`src/rtl/bqf_ram.sv`:
```
// Generic single-write, single-read RAM with registered read data.
`default_nettype none
module bqf_ram #(
	parameter int WIDTH  = 96,
	parameter int DEPTH  = 7,
	parameter int ADDR_W = (DEPTH > 1) ? $clog2(DEPTH) : 1
) (
	input  wire logic              clk,
	input  wire logic              wr_en,
	input  wire logic [ADDR_W-1:0] wr_addr,
	input  wire logic [WIDTH-1:0]  wr_data,
	input  wire logic              rd_en,
	input  wire logic [ADDR_W-1:0] rd_addr,
	output logic      [WIDTH-1:0]  rd_data
);
	logic [WIDTH-1:0] mem [DEPTH];

	always_ff @(posedge clk) begin
		if (wr_en) begin
			mem[wr_addr] <= wr_data;
		end
		if (rd_en) begin
			rd_data <= mem[rd_addr];
		end
	end
endmodule
`default_nettype wire

```
`config.mk`:
```
export PLATFORM = sky130hd
export DESIGN_NAME = bqf_ram
export DESIGN_NICKNAME = d
export VERILOG_FILES = /design/src/rtl/bqf_ram.sv
export SDC_FILE = /design/constraint.sdc
export NUM_CORES = 1
export LEC_CHECK = 0
export BUFFER_PORTS_ARGS = -buffer_cell sky130_fd_sc_hd__clkbuf_2
export CORE_UTILIZATION = 30
export DETAILED_ROUTE_END_ITERATION = 8
export PLACE_DENSITY = 0.55
export SYNTH_ARGS = -nofsm -noshare
export SYNTH_HDL_FRONTEND = slang
export SYNTH_SLANG_ARGS = --single-unit
```
`constraint.sdc`:
```
create_clock -name clk -period 12.3 [get_ports clk]
set_clock_uncertainty 0.05 [all_clocks]
set_input_delay 1.23 -clock clk [delete_from_list [all_inputs] [get_ports clk]]
set_output_delay 1.23 -clock clk [all_outputs]
set_load 0.01 [all_outputs]
```
==> results.txt, run 1 <==
Status -> finished with violations
Failing checks -> design-rule violations
DRT antenna net count -> 0
TritonCTS clock tree -> done
H-tree depth -> 3
Slew Limit Fails -> 0
Area growth from synthesis to layout -> 17.7%
DIE AREA -> 99200 µm²
Vias in the first global route -> 14900
Clock buffer count from CTS -> 84
Crit Path Max Fanout -> 123
Worst setup SP type -> primary input
Hpwl dp -> 31900 µm
Hold_buf cts -> 0
HP Start -> mem[5][94]
Pre-CTS WS -> 7.71 ns
IO Port Bufs -> 200
Crit Path Class -> primary input to flop
First-pass GRT wire length -> 97500 µm
Worst Hold End -> rd_data[94]
Share of layout cells above drive strength 1 -> 30.2%
Routed len/inst -> 22.1 µm
Clk buf depth -> 3
Worst Path Arrival -> 4.28 ns
Max Freq -> 251 MHz
Most frequent CP cell -> buf_4
Max stage delay on crit path -> 0.85 ns
Setup TNS -> 0 ns
Mapped Nets -> 1550
Via-per-instance ratio -> 4.68
Distinct cell type count after synthesis -> 19
Pwr/cell area -> 169 nW/µm²
Initial Util -> 30.3%
Placed cells -> 2851
Hold path cells -> 2
Crit-path cells -> buf_8 > buf_4 > buf_4 > or2b_1 > o211ai_2 > o221ai_2
R2R depth -> 3
Layout net count -> 1766
Mapped Area -> 29400 µm²
Flops & latches, synth -> 768
GRT Overall Usage -> 13.4%
RD Place Congestion -> 0.699
Crit path max-delay family -> buffers and inverters
Clk Latency, worst-skew pair -> 0.65 ns
Syn. warnings -> 0
Worst path required time -> 12.60 ns
Postcts setup bufs -> 0
Max-cap violation count -> 0
Width of the die -> 315 µm
CP endpoint kind -> flop
Post-Route WL -> 66400 µm
Gr ovfl total -> 0
Tmin final -> 3.98 ns
Setup slack on the worst flop-to-flop path -> 10.85 ns
Avg Inst Size Synth -> 20.3 µm²
CP Buf/Inv Count -> 3
Clock Pin Slew Worst Setup and Hold Paths -> 0.06 ns
Final Non-Filler Cells -> 3005
Maximum VDD drop -> 91.0 µV
Register area share after synthesis -> 78.5%
Crit Reg-Reg Endpoint -> rd_data[28]
Crit share post-route -> 32.3%
Max-slew headroom -> 26.5%
Drt initial violations -> 1058
Root buffer cell -> clkbuf_16
Commonest cells after routing, fill and taps aside -> edfxtp_1, clkbuf_2, mux2i_1, nand2b_1, clkbuf_16
Via count -> 14100
Row cnt -> 114
Die Y -> 315 µm
Worst R2R Start -> mem[3][28]
Hold Crit Class -> flop to flop
Pin count of the biggest net entering global routing -> 143
Post-Synthesis Cells -> 1445
Leak -> 11.7 nW
Drt pass-1 iters -> 7
Initial antenna violation count -> 9
Commonest non-fill, non-tap cell in the layout -> edfxtp_1
Final Hold Viols -> 0
Worst-Margin Slew -> 1.10 ns
Clk sinks -> 768
DRC errors left -> 28
RSZ-0062 raised after global routing -> false
Worst setup margin -> 8.32 ns
I/O pin count -> 201
Core Area -> 96900 µm²
Slowest cell on crit path -> buf_4
Final setup vio count -> 0
PostCTS Resize Cnt -> 0
## synth_stat cells
library cell  count  area share (%)
clkbuf_2          1           0.017
o211ai_1         56             1.4
o221ai_1         56             1.7
mux2_4           40             2.0
nor3_1            2           0.034
or2b_1            3           0.077
clkbuf_1         29            0.37
nor2_1            5           0.064
o221ai_2         40             2.0
mux2i_1         192             6.5
o211ai_2         40             1.7
buf_2            39            0.66
nand2_1           2           0.026
edfxtp_1        768              78
buf_4             6            0.15
or2_1             1           0.021
buf_6            12            0.46
mux2_2           56             2.1
nand2b_1         97             2.1
## state kept, by name, indices dropped and copies added, names as in the netlist
register / flops
mem: 672
rd_data: 96
## layer usage
metal	share of wire [%]	global-route usage, %	wire, µm
met5	0.14	0	91
met4	1.9	3.78	1260
met3	7.0	3.38	4640
met2	46	20.8	30300
met1	45	18.5	30000
## how the worst max path moves through the flow
stage,cells past startpoint,from,to,slack (ns)
after global placement,4,rd_addr[0],rd_data[0],7.77
final,6,rd_addr[2],rd_data[58],8.32
after global routing,6,rd_addr[2],rd_data[45],8.21
after detailed placement,6,rd_addr[2],rd_data[58],7.71
after CTS,6,rd_addr[2],rd_data[58],8.41
after floorplan,2,wr_addr[0],mem[0][0],3.68
## worst register-to-register path, cell delays in order (launching register included)
cell and delay, ns:
edfxtp_1 0.35, mux2_2 0.26, o211ai_1 0.16, o221ai_1 0.27
## final cells by class
type / instances / area [µm²]
Tap cell: 1276 / 1600
Multi-Input combinational cell: 590 / 5890
Sequential cell: 768 / 23100
Antenna cell: 5 / 12.5
Fill cell: 8894 / 62300
Clock buffer: 100 / 2160
Clock inverter: 49 / 604
Timing Repair Buffer: 217 / 1240
## stage by stage
| step | total power [W] | area (µm²) | hold WS [ns] | util (%) |
|---|---|---|---|---|
| global placement | 0.00339 | 31800 | 0.542 | 32.8 |
| CTS | 0.00593 | 34600 | 0.579 | 35.7 |
| global route | 0.00605 | 34600 | 0.599 | 35.7 |
| finish | 0.00585 | 34600 | 0.569 | 35.7 |
| detailed placement | 0.00340 | 31800 | 0.563 | 32.8 |
| floorplan | 0.00326 | 29400 | 0.533 | - |
## cell families (layout without fill, tap and decap cells)
| group | after synthesis | after routing | share of synthesized area (%) |
|---|---|---|---|
| flip-flops | 768 | 768 | 78.5 |
| AND/OR/NAND/NOR | 110 | 110 | 2.29 |
| AO/OA/AOI/OAI | 192 | 192 | 6.85 |
| buffers and inverters | 87 | 366 | 1.66 |
| multiplexers | 288 | 288 | 10.7 |
| other | 0 | 5 | 0 |
## report_power, final
part / total (W) / internal [W] / leakage (nW) / switching, W
registers: 0.00302 / 0.00299 / 7.05 / 0.0000272
clock network: 0.00252 / 0.00150 / 1.34 / 0.00102
logic: 0.000317 / 0.000116 / 3.30 / 0.000201
No activity file was read; power rests on OpenSTA's default activity.
==> inputs of run 2 (changes only) <==
Settings changed: ABC_AREA from default to 1.
Clock period 12.3 ns to 3.67 ns, I/O delays scaled along.
==> results.txt, run 2 <==
PnR Total Power -> 0.0198 W (was 0.00585 W)
Postcts setup bufs -> 0 (unchanged)
Max Freq -> 582 MHz
Width of the die -> 323 µm (was 315 µm)
Slowest cell on crit path -> edfxtp_1 (was buf_4)
Setup TNS -> 0 ns (unchanged)
Post-synth top area share -> 74.4% (was 78.5%)
Commonest non-fill, non-tap cell in the layout -> nand2_1 (was edfxtp_1)
Drt initial violations -> 1131 (was 1058)
Pin count of the biggest net entering global routing -> 120 (was 143)
Worst path required time -> 3.25 ns (was 12.60 ns)
CP endpoint kind -> output port (was flop)
Post-synth ARST share -> 0% (unchanged)
Register area -> 23100 µm² (unchanged)
Gr ovfl total -> 0 (unchanged)
Biggest register -> mem (unchanged)
Flops & latches, synth -> 768 (unchanged)
DIE AREA -> 105000 µm² (was 99200 µm²)
Avg Inst Size Synth -> 11.7 µm² (was 20.3 µm²)
Slew Limit Fails -> 0 (unchanged)
Compound-gate portion of the synthesized area -> 0% (was 6.85%)
Hold_buf cts -> 96 (was 0)
Clk Latency, worst-skew pair -> 0.65 ns (about the same)
Pre-CTS WS -> 1.28 ns (was 7.71 ns)
Root buffer cell -> clkbuf_16 (unchanged)
RD Place Congestion -> 0.699 (about the same)
Core Area -> 102000 µm² (was 96900 µm²)
Leak -> 15.3 nW (was 11.7 nW)
Hold Crit Class -> primary input to flop (was flop to flop)
H-tree depth -> 3 (unchanged)
Post-Synthesis Cells -> 2659 (was 1445)
CP Buf/Inv Count -> 1 (was 3)
Syn. warnings -> 0 (unchanged)
First-pass GRT wire length -> 111000 µm (was 97500 µm)
Max-cap violation count -> 0 (unchanged)
Area growth from synthesis to layout -> 20.4% (was 17.7%)
Top cells by count, synth -> nand2_1, edfxtp_1, inv_1 (was edfxtp_1, mux2i_1, nand2b_1)
Worst Path Arrival -> 1.30 ns (was 4.28 ns)
Layout net count -> 3055 (was 1766)
TritonCTS clock tree -> done (unchanged)
Final Hold Viols -> 0 (unchanged)
Count leader, synth -> nand2_1 (was edfxtp_1)
I/O pin count -> 201 (unchanged)
Status -> finished, final reports clean (was finished with violations)
Via-per-instance ratio -> 4.31 (was 4.68)
Routed len/inst -> 16.8 µm (was 22.1 µm)
Clock buffer count from CTS -> 85 (was 84)
Vias in the first global route -> 18200 (was 14900)
Main flop type after synthesis -> edfxtp_1 (unchanged)
Yosys top cell by area -> edfxtp_1 (unchanged)
Maximum VDD drop -> 302 µV (was 91.0 µV)
Die Y -> 323 µm (was 315 µm)
Max reg flops -> 672 (unchanged)
Max-slew headroom -> 28.8% (was 26.5%)
Worst setup SP type -> flop (was primary input)
Min Hold Slack -> 0.129 ns (was 0.569 ns)
Final setup vio count -> 0 (unchanged)
Simple-Gate Fraction of Synth Area -> 18.7% (was 2.29%)
Tmin final -> 1.72 ns
Multi-input logic area -> 5870 µm² (was 5890 µm²)
Final core occ -> 36.5% (was 35.7%)
Via count -> 18900 (was 14100)
Synth top area cells -> edfxtp_1, nand2_1, nand3_1, inv_1, or2_2 (was edfxtp_1, mux2i_1, mux2_2, nand2b_1, mux2_4)
Largest registers -> mem: 672 flops, rd_data: 96 flops (unchanged)
Pwr/cell area -> 532 nW/µm² (was 169 nW/µm²)
Initial Util -> 30.3% (about the same)
Share of layout cells above drive strength 1 -> 14.3% (was 30.2%)
Crit path max-delay family -> flip-flops (was buffers and inverters)
Register area share after synthesis -> 74.4% (was 78.5%)
Row cnt -> 117 (was 114)
Crit Path Class -> flop to output port (was primary input to flop)
Initial antenna violation count -> 11 (was 9)
Clk sinks -> 768 (unchanged)
PostCTS Resize Cnt -> 0 (unchanged)
Number of fill cells in the layout -> 10100 (was 8894)
Multiplexer share of the synthesized area -> 0% (was 10.7%)
IO Port Bufs -> 200 (unchanged)
Drt pass-1 iters -> 5 (was 7)
GRT Overall Usage -> 14.1% (was 13.4%)
Worst-Margin Slew -> 1.07 ns (was 1.10 ns)
Largest family of logic cells by synthesized area -> simple AND/OR/NAND/NOR gates (was multiplexers)
Hpwl dp -> 35200 µm (was 31900 µm)
DRC errors left -> 0 (was 28)
Clk buf depth -> 3 (unchanged)
Crit Path Max Fanout -> 1 (was 123)
Crit share post-route -> 46.8%
Post-Route WL -> 73900 µm (was 66400 µm)
Commonest cells after routing, fill and taps aside -> nand2_1, edfxtp_1, inv_1, nand3_1, clkbuf_2 (was edfxtp_1, clkbuf_2, mux2i_1, nand2b_1, clkbuf_16)
Crit-path cells -> clkbuf_2 (was buf_8 > buf_4 > buf_4 > or2b_1 > o211ai_2 > o221ai_2)
Mapped Nets -> 2764 (was 1550)
Worst setup margin -> 1.95 ns (was 8.32 ns)
EDFF count, synth -> 768 (unchanged)
Synth Area in XOR/XNOR -> 0% (unchanged)
Adder-Cell Fraction of Synth Area -> 0% (unchanged)
RSZ-0062 raised after global routing -> false (unchanged)
Max stage delay on crit path -> 0.49 ns (was 0.85 ns)
Mapped Area -> 31000 µm² (was 29400 µm²)
Clock Pin Slew Worst Setup and Hold Paths -> 0.06 ns (about the same)
DRT antenna net count -> 0 (unchanged)
Distinct cell type count after synthesis -> 16 (was 19)
[run 2: cell types whose count changed after synthesis, moves of 67 or more]
| cell | delta |
|---|---|
| mux2i_1 | -192 |
| or2_2 | +67 |
| nand2_1 | +886 |
| nand2b_1 | -97 |
| inv_1 | +387 |
| nand3_1 | +365 |
[run 2: worst paths after layout]
path                  to  cells after the start  startpoint  slack (ns)
max           rd_data[2]                      1  rd_data[2]        1.95
min          rd_data[82]                      1       rd_en        0.13
min reg2reg  rd_data[86]                      4  mem[4][86]        0.56
max reg2reg  rd_data[31]                      3  mem[6][31]        2.41
[run 2: logic make-up after synthesis]
group | after synthesis
and+or+nand+nor | 1375
DFF | 768
buffers and inverters | 516
[run 2: worst register-to-register path: stages (launching register included)]
cell and delay, ns:
edfxtp_1 0.35, or2_2 0.29, nand3_1 0.08, nand2_1 0.19
[run 2: where the power goes]
part	switching (W)	internal, W	total [W]	leakage (nW)
clock	0.00341	0.00506	0.00847	1.35
sequential	0.0000951	0.0100	0.0101	7.06
combinational	0.000838	0.000417	0.00125	6.90
total	0.00434	0.0155	0.0198	15.3
[run 2: per-layer routing]
| layer | global-route usage (%) | wire length, µm |
|---|---|---|
| met5 | 0 | 92 |
| met4 | 4.01 | 1360 |
| met3 | 2.94 | 3650 |
| met2 | 22.5 | 33600 |
| met1 | 19.3 | 35200 |
[run 2: metrics by stage]
stage	instance area [µm²]	std cells
floorplan	31000	2659
global placement	33600	4135
detailed placement	33600	4135
CTS	37300	4385
global route	37300	4387
finish	37300	4387
[run 2: layout make-up]
| class | count | area share (%) |
|---|---|---|
| sequential | 768 | 61.8 |
| multi-input combinational | 1375 | 15.7 |
| timing repair buffer | 330 | 6.49 |
| clock buffer | 107 | 6.15 |
| tap | 1368 | 4.58 |
| inverter | 390 | 3.97 |
| clock inverter | 47 | 1.31 |
| antenna | 2 | 0.0134 |
